File: src/hw/rtl/bcdep_pkg.sv
// ----------------------------------------------------------------------------
// bcdep_pkg
// Shared types, constants and helper functions for the BCD clock register
// to epoch seconds converter.
// ----------------------------------------------------------------------------
package bcdep_pkg;

    // Result status codes
    localparam logic [1:0] ST_OK     = 2'd0;
    localparam logic [1:0] ST_HALTED = 2'd1;
    localparam logic [1:0] ST_BAD    = 2'd2;

    localparam int unsigned SECS_PER_DAY  = 86400;
    localparam int unsigned DAYS_PER_YEAR = 365;
    // Years from the epoch year to the start of the century
    localparam int unsigned YEAR_OFFSET   = 2000 - 1970;

    localparam int DAYS_W = 16;
    localparam int SOD_W  = 19;
    localparam int EPOCH_W = 32;

    // One register image as it arrives
    typedef struct packed {
        logic [7:0] year_byte;
        logic [7:0] month_byte;
        logic [7:0] date_byte;
        logic [7:0] hours_byte;
        logic [7:0] minutes_byte;
        logic [7:0] seconds_byte;
    } t_regs;

    // Decoded image: status, (days - 1) since epoch, seconds of day
    typedef struct packed {
        logic [1:0]        status;
        logic [DAYS_W-1:0] days_m1;
        logic [SOD_W-1:0]  sod;
    } t_decoded;

    // Packed BCD byte to binary (0..165 for any pattern, 8 bits)
    function automatic logic [7:0] bcd_to_bin(input logic [7:0] b);
        logic [7:0] hi;
        hi = {4'b0, b[7:4]};
        return (hi << 3) + (hi << 1) + {4'b0, b[3:0]};
    endfunction

    // True when both nibbles are decimal digits
    function automatic logic bcd_valid(input logic [7:0] b);
        return (b[7:4] <= 4'd9) && (b[3:0] <= 4'd9);
    endfunction

    // Days in the year before the first of month 1..12
    function automatic logic [8:0] cum_days(input logic [3:0] mon);
        logic [8:0] d;
        case (mon)
            4'd1:    d = 9'd0;
            4'd2:    d = 9'd31;
            4'd3:    d = 9'd59;
            4'd4:    d = 9'd90;
            4'd5:    d = 9'd120;
            4'd6:    d = 9'd151;
            4'd7:    d = 9'd181;
            4'd8:    d = 9'd212;
            4'd9:    d = 9'd243;
            4'd10:   d = 9'd273;
            4'd11:   d = 9'd304;
            4'd12:   d = 9'd334;
            default: d = 9'd0;
        endcase
        return d;
    endfunction

endpackage

File: src/hw/rtl/bcdep_decode.sv
// ----------------------------------------------------------------------------
// bcdep_decode
// Checks and decodes one BCD register image into a status, the day count
// before the given day and the seconds within that day.
// ----------------------------------------------------------------------------
module bcdep_decode (
    input  bcdep_pkg::t_regs    i_regs,
    output bcdep_pkg::t_decoded o_dec
);
    import bcdep_pkg::*;

    logic [7:0]        w_sec_raw;
    logic [7:0]        w_hr12_raw;
    logic [7:0]        w_sec;
    logic [7:0]        w_min;
    logic [7:0]        w_day;
    logic [7:0]        w_mon;
    logic [7:0]        w_yr;
    logic [7:0]        w_hr24_bin;
    logic [7:0]        w_hr12_bin;
    logic [7:0]        w_hr;
    logic              w_is12;
    logic              w_hr_ok;
    logic              w_digits_ok;
    logic              w_mon_ok;
    logic [7:0]        w_yr_off;
    logic [DAYS_W-1:0] w_days_m1;
    logic              w_leap_add;
    logic [SOD_W-1:0]  w_sod;

    // Decode digits
    assign w_sec_raw  = {1'b0, i_regs.seconds_byte[6:0]};
    assign w_hr12_raw = {3'b0, i_regs.hours_byte[4:0]};
    assign w_sec      = bcd_to_bin(w_sec_raw);
    assign w_min      = bcd_to_bin(i_regs.minutes_byte);
    assign w_day      = bcd_to_bin(i_regs.date_byte);
    assign w_mon      = bcd_to_bin(i_regs.month_byte);
    assign w_yr       = bcd_to_bin(i_regs.year_byte);
    assign w_hr24_bin = bcd_to_bin(i_regs.hours_byte);
    assign w_hr12_bin = bcd_to_bin(w_hr12_raw);
    assign w_is12     = i_regs.hours_byte[6];

    // Convert twelve-hour form: 12 AM is midnight, PM adds 12 except at noon
    always_comb begin
        if (!w_is12) begin
            w_hr    = w_hr24_bin;
            w_hr_ok = bcd_valid(i_regs.hours_byte);
        end else begin
            w_hr_ok = bcd_valid(w_hr12_raw);
            if (i_regs.hours_byte[5]) begin
                w_hr = (w_hr12_bin == 8'd12) ? w_hr12_bin : w_hr12_bin + 8'd12;
            end else begin
                w_hr = (w_hr12_bin == 8'd12) ? 8'd0 : w_hr12_bin;
            end
        end
    end

    assign w_digits_ok = bcd_valid(w_sec_raw) && bcd_valid(i_regs.minutes_byte)
                      && w_hr_ok && bcd_valid(i_regs.date_byte)
                      && bcd_valid(i_regs.month_byte) && bcd_valid(i_regs.year_byte);
    assign w_mon_ok    = (w_mon >= 8'd1) && (w_mon <= 8'd12);

    // Count days: whole years, leap days before the year, months, date
    assign w_yr_off   = w_yr + 8'(YEAR_OFFSET);
    assign w_leap_add = (w_yr[1:0] == 2'b00) && (w_mon >= 8'd3);
    assign w_days_m1  = DAYS_W'(w_yr_off * DAYS_W'(DAYS_PER_YEAR))
                      + DAYS_W'((w_yr_off + 8'd1) >> 2)
                      + DAYS_W'(cum_days(w_mon[3:0]))
                      + DAYS_W'(w_day)
                      + DAYS_W'(w_leap_add)
                      - DAYS_W'(1);

    // Seconds within the day, out-of-range fields added as they are
    assign w_sod = SOD_W'(w_sec) + SOD_W'(w_min * SOD_W'(60))
                 + SOD_W'(w_hr * SOD_W'(3600));

    // Pick status: halt wins over any digit check
    always_comb begin
        o_dec.days_m1 = w_days_m1;
        o_dec.sod     = w_sod;
        if (i_regs.seconds_byte[7]) begin
            o_dec.status = ST_HALTED;
        end else if (!w_digits_ok || !w_mon_ok) begin
            o_dec.status = ST_BAD;
        end else begin
            o_dec.status = ST_OK;
        end
    end

endmodule

File: src/hw/rtl/bcd_clock_registers_to_epoch_unit.sv
// ----------------------------------------------------------------------------
// bcd_clock_registers_to_epoch_unit
// Converts a BCD real-time-clock register image to Unix epoch seconds.
// ----------------------------------------------------------------------------
// One register image (seconds, minutes, hours, date, month, year in packed
// BCD, years 2000..2099, hours in 12- or 24-hour form) is taken per item and
// gives one result: seconds since 1970-01-01 00:00:00 and a status (0 ok,
// 1 clock halted, 2 bad BCD digit or month; epoch is 0 unless ok). The unit
// accepts one item every clock cycle while the output is not stalled and
// presents its result through three registers: an input register, a
// decode stage that counts days and seconds of day, and an output register
// fed by the single days-by-86400 multiply. Back pressure on the output
// stalls the stages behind it.
module bcd_clock_registers_to_epoch_unit (
    input  logic        i_clk,
    input  logic        i_rst_n,
    input  logic        s_axis_tvalid,
    output logic        s_axis_tready,
    // seconds_byte, minutes_byte, hours_byte, date_byte, month_byte, year_byte
    input  logic [47:0] s_axis_tdata,
    output logic        m_axis_tvalid,
    input  logic        m_axis_tready,
    // epoch_seconds
    output logic [31:0] m_axis_tdata,
    // status
    output logic [1:0]  m_axis_tuser
);
    import bcdep_pkg::*;

    logic                r_v1;
    t_regs               r_img;
    logic                r_v2;
    t_decoded            r_dec;
    logic                r_v3;
    logic [EPOCH_W-1:0]  r_epoch;
    logic [1:0]          r_status;
    t_decoded            w_dec;
    logic                w_rdy2;
    logic                w_rdy3;
    logic [EPOCH_W-1:0]  n_epoch;

    // Stall chain: a stage loads when empty or when its contents move on
    assign w_rdy3        = !r_v3 || m_axis_tready;
    assign w_rdy2        = !r_v2 || w_rdy3;
    assign s_axis_tready = !r_v1 || w_rdy2;

    bcdep_decode u_decode (
        .i_regs (r_img),
        .o_dec  (w_dec)
    );

    // Scale days to seconds and add seconds of day; zero when not ok
    assign n_epoch = (r_dec.status == ST_OK)
                   ? EPOCH_W'(r_dec.days_m1) * EPOCH_W'(SECS_PER_DAY) + EPOCH_W'(r_dec.sod)
                   : '0;

    // Advance valid flags
    always_ff @(posedge i_clk) begin
        if (!i_rst_n) begin
            r_v1 <= 1'b0;
            r_v2 <= 1'b0;
            r_v3 <= 1'b0;
        end else begin
            if (s_axis_tready) r_v1 <= s_axis_tvalid;
            if (w_rdy2)        r_v2 <= r_v1;
            if (w_rdy3)        r_v3 <= r_v2;
        end
    end

    // Advance payload
    always_ff @(posedge i_clk) begin
        if (s_axis_tready) r_img <= t_regs'(s_axis_tdata);
        if (w_rdy2)        r_dec <= w_dec;
        if (w_rdy3) begin
            r_epoch  <= n_epoch;
            r_status <= r_dec.status;
        end
    end

    assign m_axis_tvalid = r_v3;
    assign m_axis_tdata  = r_epoch;
    assign m_axis_tuser  = r_status;

    // A non-ok result never carries a time
    a_zero_on_error: assert property (@(posedge i_clk) disable iff (!i_rst_n)
        (m_axis_tvalid && m_axis_tuser != ST_OK) |-> (m_axis_tdata == '0))
        else $error("epoch nonzero with error status");

    // Status is always one of the defined codes
    a_status_code: assert property (@(posedge i_clk) disable iff (!i_rst_n)
        m_axis_tvalid |-> (m_axis_tuser == ST_OK || m_axis_tuser == ST_HALTED
                           || m_axis_tuser == ST_BAD))
        else $error("undefined status code");

    // A decoded item moving on reaches the output register
    a_stage_move: assert property (@(posedge i_clk) disable iff (!i_rst_n)
        (r_v2 && w_rdy3) |=> r_v3)
        else $error("item lost between decode and output");

    // A stalled decode stage holds its item
    a_stage_hold: assert property (@(posedge i_clk) disable iff (!i_rst_n)
        (r_v2 && !w_rdy2) |=> (r_v2 && $stable(r_dec)))
        else $error("decode stage changed while stalled");

endmodule

File: config.mk
export PLATFORM = sky130hd
export DESIGN_NAME = bcd_clock_registers_to_epoch_unit
export DESIGN_NICKNAME = d
export VERILOG_FILES = /design/src/hw/rtl/bcdep_pkg.sv /design/src/hw/rtl/bcdep_decode.sv /design/src/hw/rtl/bcd_clock_registers_to_epoch_unit.sv
export SDC_FILE = /design/constraint.sdc
export NUM_CORES = 1
export LEC_CHECK = 0
export BUFFER_PORTS_ARGS = -buffer_cell sky130_fd_sc_hd__buf_2
export CAP_MARGIN = 20
export CORE_MARGIN = 5
export CORE_UTILIZATION = 58
export CTS_BUF_LIST = sky130_fd_sc_hd__clkbuf_8
export DETAILED_ROUTE_END_ITERATION = 7
export GPL_ROUTABILITY_DRIVEN = 1
export PLACE_DENSITY = 0.76
export SYNTH_ARGS = -nofsm -noshare
export SYNTH_HDL_FRONTEND = slang
export SYNTH_SLANG_ARGS = --single-unit
export TNS_END_PERCENT = 1
File: constraint.sdc
create_clock -name i_clk -period 8.2 [get_ports i_clk]
set_input_delay 1.23 -clock i_clk [delete_from_list [all_inputs] [get_ports i_clk]]
set_output_delay 1.23 -clock i_clk [all_outputs]
set_load 0.1 [all_outputs]
==> key figures, run 1 <==
Worst setup path
  • CP endpoint kind: flip-flop
  • Worst Setup EP: r_dec[33]
  • R2r startpoint: r_img[43]
  • Worst EP required: 8.38 ns
  • Launch point of the worst path: r_img[43]
  • WS Path Type: reg2reg
  • Startpoint Class: flip-flop
  • Reg2reg path depth: 31
  • Flop-to-flop setup slack: 0.58 ns
  • CP max stage cell: fa_1
  • CP max stage delay: roughly 0.6 ns
  • Reg2reg end: r_dec[33]
  • Worst-path fanout max: 4
  • Crit-path most repeated cell: inv_1
  • WP data arrival: around 8 ns

Global route
  • Total GRT Usage: 19.5%
  • Largest net degree at the start of global routing: 51
  • Gr ovfl total: 0
  • Vias in the first global route: around 9,000
  • Initial antenna violation count: 0
  • First-pass GRT wire length: approximately 42 mm

STA
  • RSZ-0062 raised after global routing: no
  • Final hold vios: 0
  • Tcrit/Tclk final: between 90% and 100%
  • Final TNS setup: 0 ns
  • Fin crit period: 7.62 ns
  • Fin Clk Skew: 0.0235 ns
  • Number of setup violations in the final report: 0
  • Achievable clock frequency: 131 MHz
  • Slew headroom: around 47%
  • Worst-Margin Slew: 0.785 ns
  • Worst setup margin: 0.576 ns
  • Final Max Tran Viols: 0
  • Min Hold Slack: ~0.43 ns

Clock network
  • Clock transition at path regs: 0.08 ns
  • Max Root-Sink Buffers: 2
  • CTS tree: yes
  • TritonCTS Sinks: 122
  • TritonCTS Buffers: 17
  • Clock Latency Late Sink: 0.45 ns
  • Root buffer cell: clkbuf_8
  • Quantity of hold-fixing buffers added after cts: 0
  • H-tree depth: 4

Detailed routing
  • Drt first-iter violations: 399
  • Vias per inst: 5.16
  • Routed wire per std cell: 14.0 µm
  • Residual DRC count: 0
  • DR pass1 iterations: 6
  • Via count: 9,068
  • Antenna-violating nets left: 0
  • WL final: between 20 and 25 mm

Logic synthesis
  • Syn Area/Cell: 10.4 µm²
  • Syn nets: 1,751
  • Mapped Cells: between 1,000 and 1,500
  • Share of the synthesized area in the top cell type: 26.0%
  • Most frequent cells after synthesis: 283 x inv_1, 257 x ha_1, 121 x fa_1
  • #FFs+latches synth: 122
  • Asr flop ratio synth: 0%
  • Biggest area consumer among synthesized cells: edfxtp_1
  • Main synth FF type: edfxtp_1
  • Top post-synthesis cells by area: edfxtp_1 26%, ha_1 23%, fa_1 18%
  • Sequential element share of the synthesized area: a little over a quarter
  • Ys Warns: 0
  • Post-Syn Area: 0.0138 mm²
  • EDFF count, synth: 119
  • Cell with the most instances after synthesis: inv_1
  • Distinct cell type count after synthesis: 56

Floorplan
  • Die Y: 164 µm
  • Die area: 0.0269 mm²
  • Die W: 164 µm
  • Initial Util: approximately 59%
  • # rows: 56
  • Core ar.: about 0.023 mm²
  • Boundary pin count: 88

Layout
  • Synthesis-to-layout area growth: 9.62%
  • Final std cells w/o fill: 1,757
  • Multi-input logic area: ~0.009 mm²
  • Register area: 0.00363 mm²
  • Final net count: 1,855
  • ANT cells: 0
  • Share of cells above drive strength 1: 10.6%
  • Layout fillers: approximately 1,900

Flow run
  • Max Cap Violations: 0

Placed design
  • Dpl ws: 0.274 ns
  • Post-DP HPWL: between 20 and 25 mm
  • PortBufs: 87
  • Cells after DPL: 1,721
  • Global placement routability congestion: between 0.8 and 0.9

Run status
  • Outcome: finished clean

Worst hold path
  • Hold Path Class: reg2reg
## cell usage in the layout (no fill, tap or decap), types with 13 or more instances in the layout
cell type  instances
a21o_1            24
a21oi_1           59
and2_1            13
buf_2             87
clkbuf_8          17
edfxtp_1         119
fa_1             121
ha_1             257
inv_1            285
nand2_1           44
nor2_1            56
nor3_1            19
o21ai_0           49
xnor2_1           78
xor2_1            30
## critical path: cells and delay by family, from the launching register on
family	cells	cell delay, ns
AND/OR/NAND/NOR	2	0.25
AO/OA/AOI/OAI	9	1.70
buffers and inverters	7	0.45
XOR/XNOR	4	0.62
flip-flops	1	0.35
adder cells (fa/ha/maj)	9	4.02
## stage by stage
stage               utilization [%]  cell area [µm²]
finish                         64.5            15100
global route                   64.5            15100
CTS                            64.2            15000
detailed placement             62.4            14600
global placement               62.4            14600
floorplan                         -            13800
## state kept, by name, indices dropped and copies added (netlist names)
signal	count
r_img	48
r_dec	37
m_axis_tdata	32
m_axis_tuser	2
m_axis_tvalid	1
r_v1	1
r_v2	1
## layout make-up
type	count	share of cell area (%)
Sequential cell	122	24.1
Multi-Input combinational cell	906	60.0
Tap cell	319	2.64
Timing Repair Buffer	95	3.31
Clock buffer	17	1.55
Inverter	283	7.04
Clock inverter	15	1.33
## kinds of logic after synthesis
logic type	synth area share (%)
buffers and inverters	7.99
multiplexers	0.618
adder cells (fa/ha/maj)	41.0
XOR/XNOR	7.00
AND/OR/NAND/NOR	7.44
AO/OA/AOI/OAI	9.61
flip-flops	26.4
## routing by layer
layer | wire length (µm) | vias up | global-route usage (%)
li1 | - | 4616 | -
met1 | 11300 | 4216 | 26.1
met2 | 11700 | 203 | 32.5
met3 | 1170 | 33 | 3.14
met4 | 493 | 0 | 6.10
met5 | 0 | - | 0
## repair_timing
action | in CTS | in global routing
endpoints found under the setup margin | 0 | 4
gates resized for setup | 0 | 3
buffers inserted | 0 | 3
## how the worst min path moves through the flow
stage	cells past startpoint	to	from
2_1_floorplan	0	r_dec[0]	r_img[0]
3_3_place_gp	0	r_dec[0]	r_img[0]
3_5_place_dp	0	r_dec[0]	r_img[0]
4_1_cts	0	r_dec[0]	r_img[0]
5_1_grt	0	r_dec[0]	r_img[0]
6_report	0	r_dec[0]	r_img[0]
Power of run 1 is not shown: default switching activity piles up to over one toggle a cycle in this logic, so the estimate is an artifact.
==> inputs of run 2 (changes only) <==
--- a/config.mk
+++ b/config.mk
@@ -7,6 +7,7 @@
 export LEC_CHECK = 0
 export BUFFER_PORTS_ARGS = -buffer_cell sky130_fd_sc_hd__buf_2
 export CAP_MARGIN = 20
+export CORE_ASPECT_RATIO = 1.5
 export CORE_MARGIN = 5
 export CORE_UTILIZATION = 58
 export CTS_BUF_LIST = sky130_fd_sc_hd__clkbuf_8
==> run 2 against run 1 <==
Against the previous run: global-route usage grew 0.58 points; register-to-register slack lost 0.02 ns; via count grew 0.99%; maximum frequency shrank 0.23%; highest routed layer unchanged.
==> key figures, run 2 (synthesis results as in run 1) <==
Detailed routing
  • Antenna-violating nets left: 0
  • WL final: 25.0 mm
  • Routed wire per std cell: ~14 µm
  • Residual DRC count: 0
  • Drt first-iter violations: 297
  • Vias per inst: 5.21
  • DR pass1 iterations: 6
  • Via count: 9,158

Layout
  • Multi-input logic area: 0.00905 mm²
  • ANT cells: 0
  • Final net count: 1,855
  • Max reg flops: 48
  • Final core occ: 63.8%
  • Register area: 0.00363 mm²
  • Commonest cells after routing, fill and taps aside: 287 x inv_1, 257 x ha_1, 121 x fa_1, 119 x edfxtp_1, 87 x buf_2
  • Synthesis-to-layout area growth: 9.18%
  • Most common cell after layout, fill and taps aside: inv_1
  • Share of cells above drive strength 1: 10.4%
  • Biggest register: r_img
  • Layout fillers: between 1,500 and 2,000

STA
  • Worst-Margin Slew: ~0.88 ns
  • Final TNS setup: 0 ns
  • Achievable clock frequency: 131 MHz
  • Number of setup violations in the final report: 0
  • Fin Clk Skew: 0.0155 ns
  • Slew headroom: 41.0%
  • RSZ-0062 raised after global routing: no
  • Tcrit/Tclk final: 93.2%
  • Final Max Tran Viols: 0
  • Final hold vios: 0
  • Fin crit period: around 7.6 ns

Floorplan
  • # rows: 69
  • Die Y: 199 µm
  • Die area: between 0.02 and 0.03 mm²
  • Initial Util: 58.4%
  • Boundary pin count: 88
  • Die W: 136 µm
  • Core ar.: 0.0236 mm²

Clock network
  • Max Root-Sink Buffers: 2
  • TritonCTS Buffers: 17
  • Quantity of hold-fixing buffers added after cts: 0
  • Root buffer cell: clkbuf_8
  • Clock transition at path regs: about 0.070 ns
  • H-tree depth: 4
  • TritonCTS Sinks: 122
  • Clock Latency Late Sink: 0.46 ns
  • CTS tree: yes

Worst setup path
  • Flop-to-flop setup slack: around 0.56 ns
  • Reg2reg path depth: 31
  • CP max stage cell: fa_1
  • Startpoint Class: flip-flop
  • CP max stage delay: between 0.5 and 0.6 ns
  • Worst EP required: 8.40 ns
  • Worst-path fanout max: 4
  • WS Path Type: reg2reg
  • Reg2reg end: r_dec[33]
  • R2r startpoint: r_img[43]
  • Crit-path most repeated cell: inv_1
  • WP data arrival: between 7 and 8 ns
  • CP endpoint kind: flip-flop

Placed design
  • PortBufs: 87
  • Post-DP HPWL: 21.6 mm
  • Global placement routability congestion: 0.884

Run status
  • Outcome: finished clean

Worst hold path
  • Hold Path Depth: 0
  • HP Start: r_img[0]
  • Hold Path Class: reg2reg
  • Hold Path End: r_dec[0]

Global route
  • Largest net degree at the start of global routing: 50
  • Initial antenna violation count: 0
  • First-pass GRT wire length: 43.3 mm
  • Total GRT Usage: 20.0%
  • Vias in the first global route: 9,880
  • Gr ovfl total: 0

Flow run
  • Max Cap Violations: 0
-- run 2: metal layers --
metal  track usage [%]  vias to the layer above  part of all wire (%)
met1              22.1                     4295                    40
li1                  -                     4623                     -
met2              37.9                      183                    53
met3              2.76                       57                   3.3
met5                 0                        -                     0
met4              8.70                        0                   3.6
-- run 2: worst max-delay path: cells and delay by family, from the launching register on --
family	cells	cell delay (ns)
adder cells (fa/ha/maj)	9	4.01
AO/OA/AOI/OAI	9	1.67
XOR/XNOR	4	0.66
buffers and inverters	7	0.45
flip-flops	1	0.34
AND/OR/NAND/NOR	2	0.24
-- run 2: area by class of cell --
cell class | instances | area share, %
clock inverters | 11 | 0.699
well taps | 319 | 2.66
flip-flops and latches | 122 | 24.2
clock buffers | 21 | 1.92
inverters | 283 | 7.07
repair buffers | 95 | 3.30
multi-input cells | 906 | 60.2
-- run 2: how the worst max path moves through the flow --
stage	start	to	slack, ns	cells after the start
after floorplan	r_img[46]	r_dec[33]	0.89	27
after global placement	r_img[43]	r_dec[33]	0.60	31
after detailed placement	r_img[46]	r_dec[33]	0.32	31
after CTS	r_img[46]	r_dec[33]	0.30	31
after global routing	r_img[46]	r_dec[33]	0.04	31
final	r_img[43]	r_dec[33]	0.56	31
-- run 2: repair_timing --
action | in CTS | in global routing
gates resized for setup | 0 | 3
setup buffers | 0 | 1
endpoints found under the setup margin | 0 | 1
-- run 2: per-stage QoR --
step	hold WS, ns	setup WS, ns	cell area, µm²	cells
6_report	0.493	0.559	15000	1757
4_1_cts	0.494	0.299	15000	1756
5_1_grt	0.510	0.0389	15000	1757
3_3_place_gp	0.475	0.600	14600	1724
2_1_floorplan	0.400	0.889	13800	1321
3_5_place_dp	0.480	0.321	14600	1724
Power of run 2 is left out for the same reason.
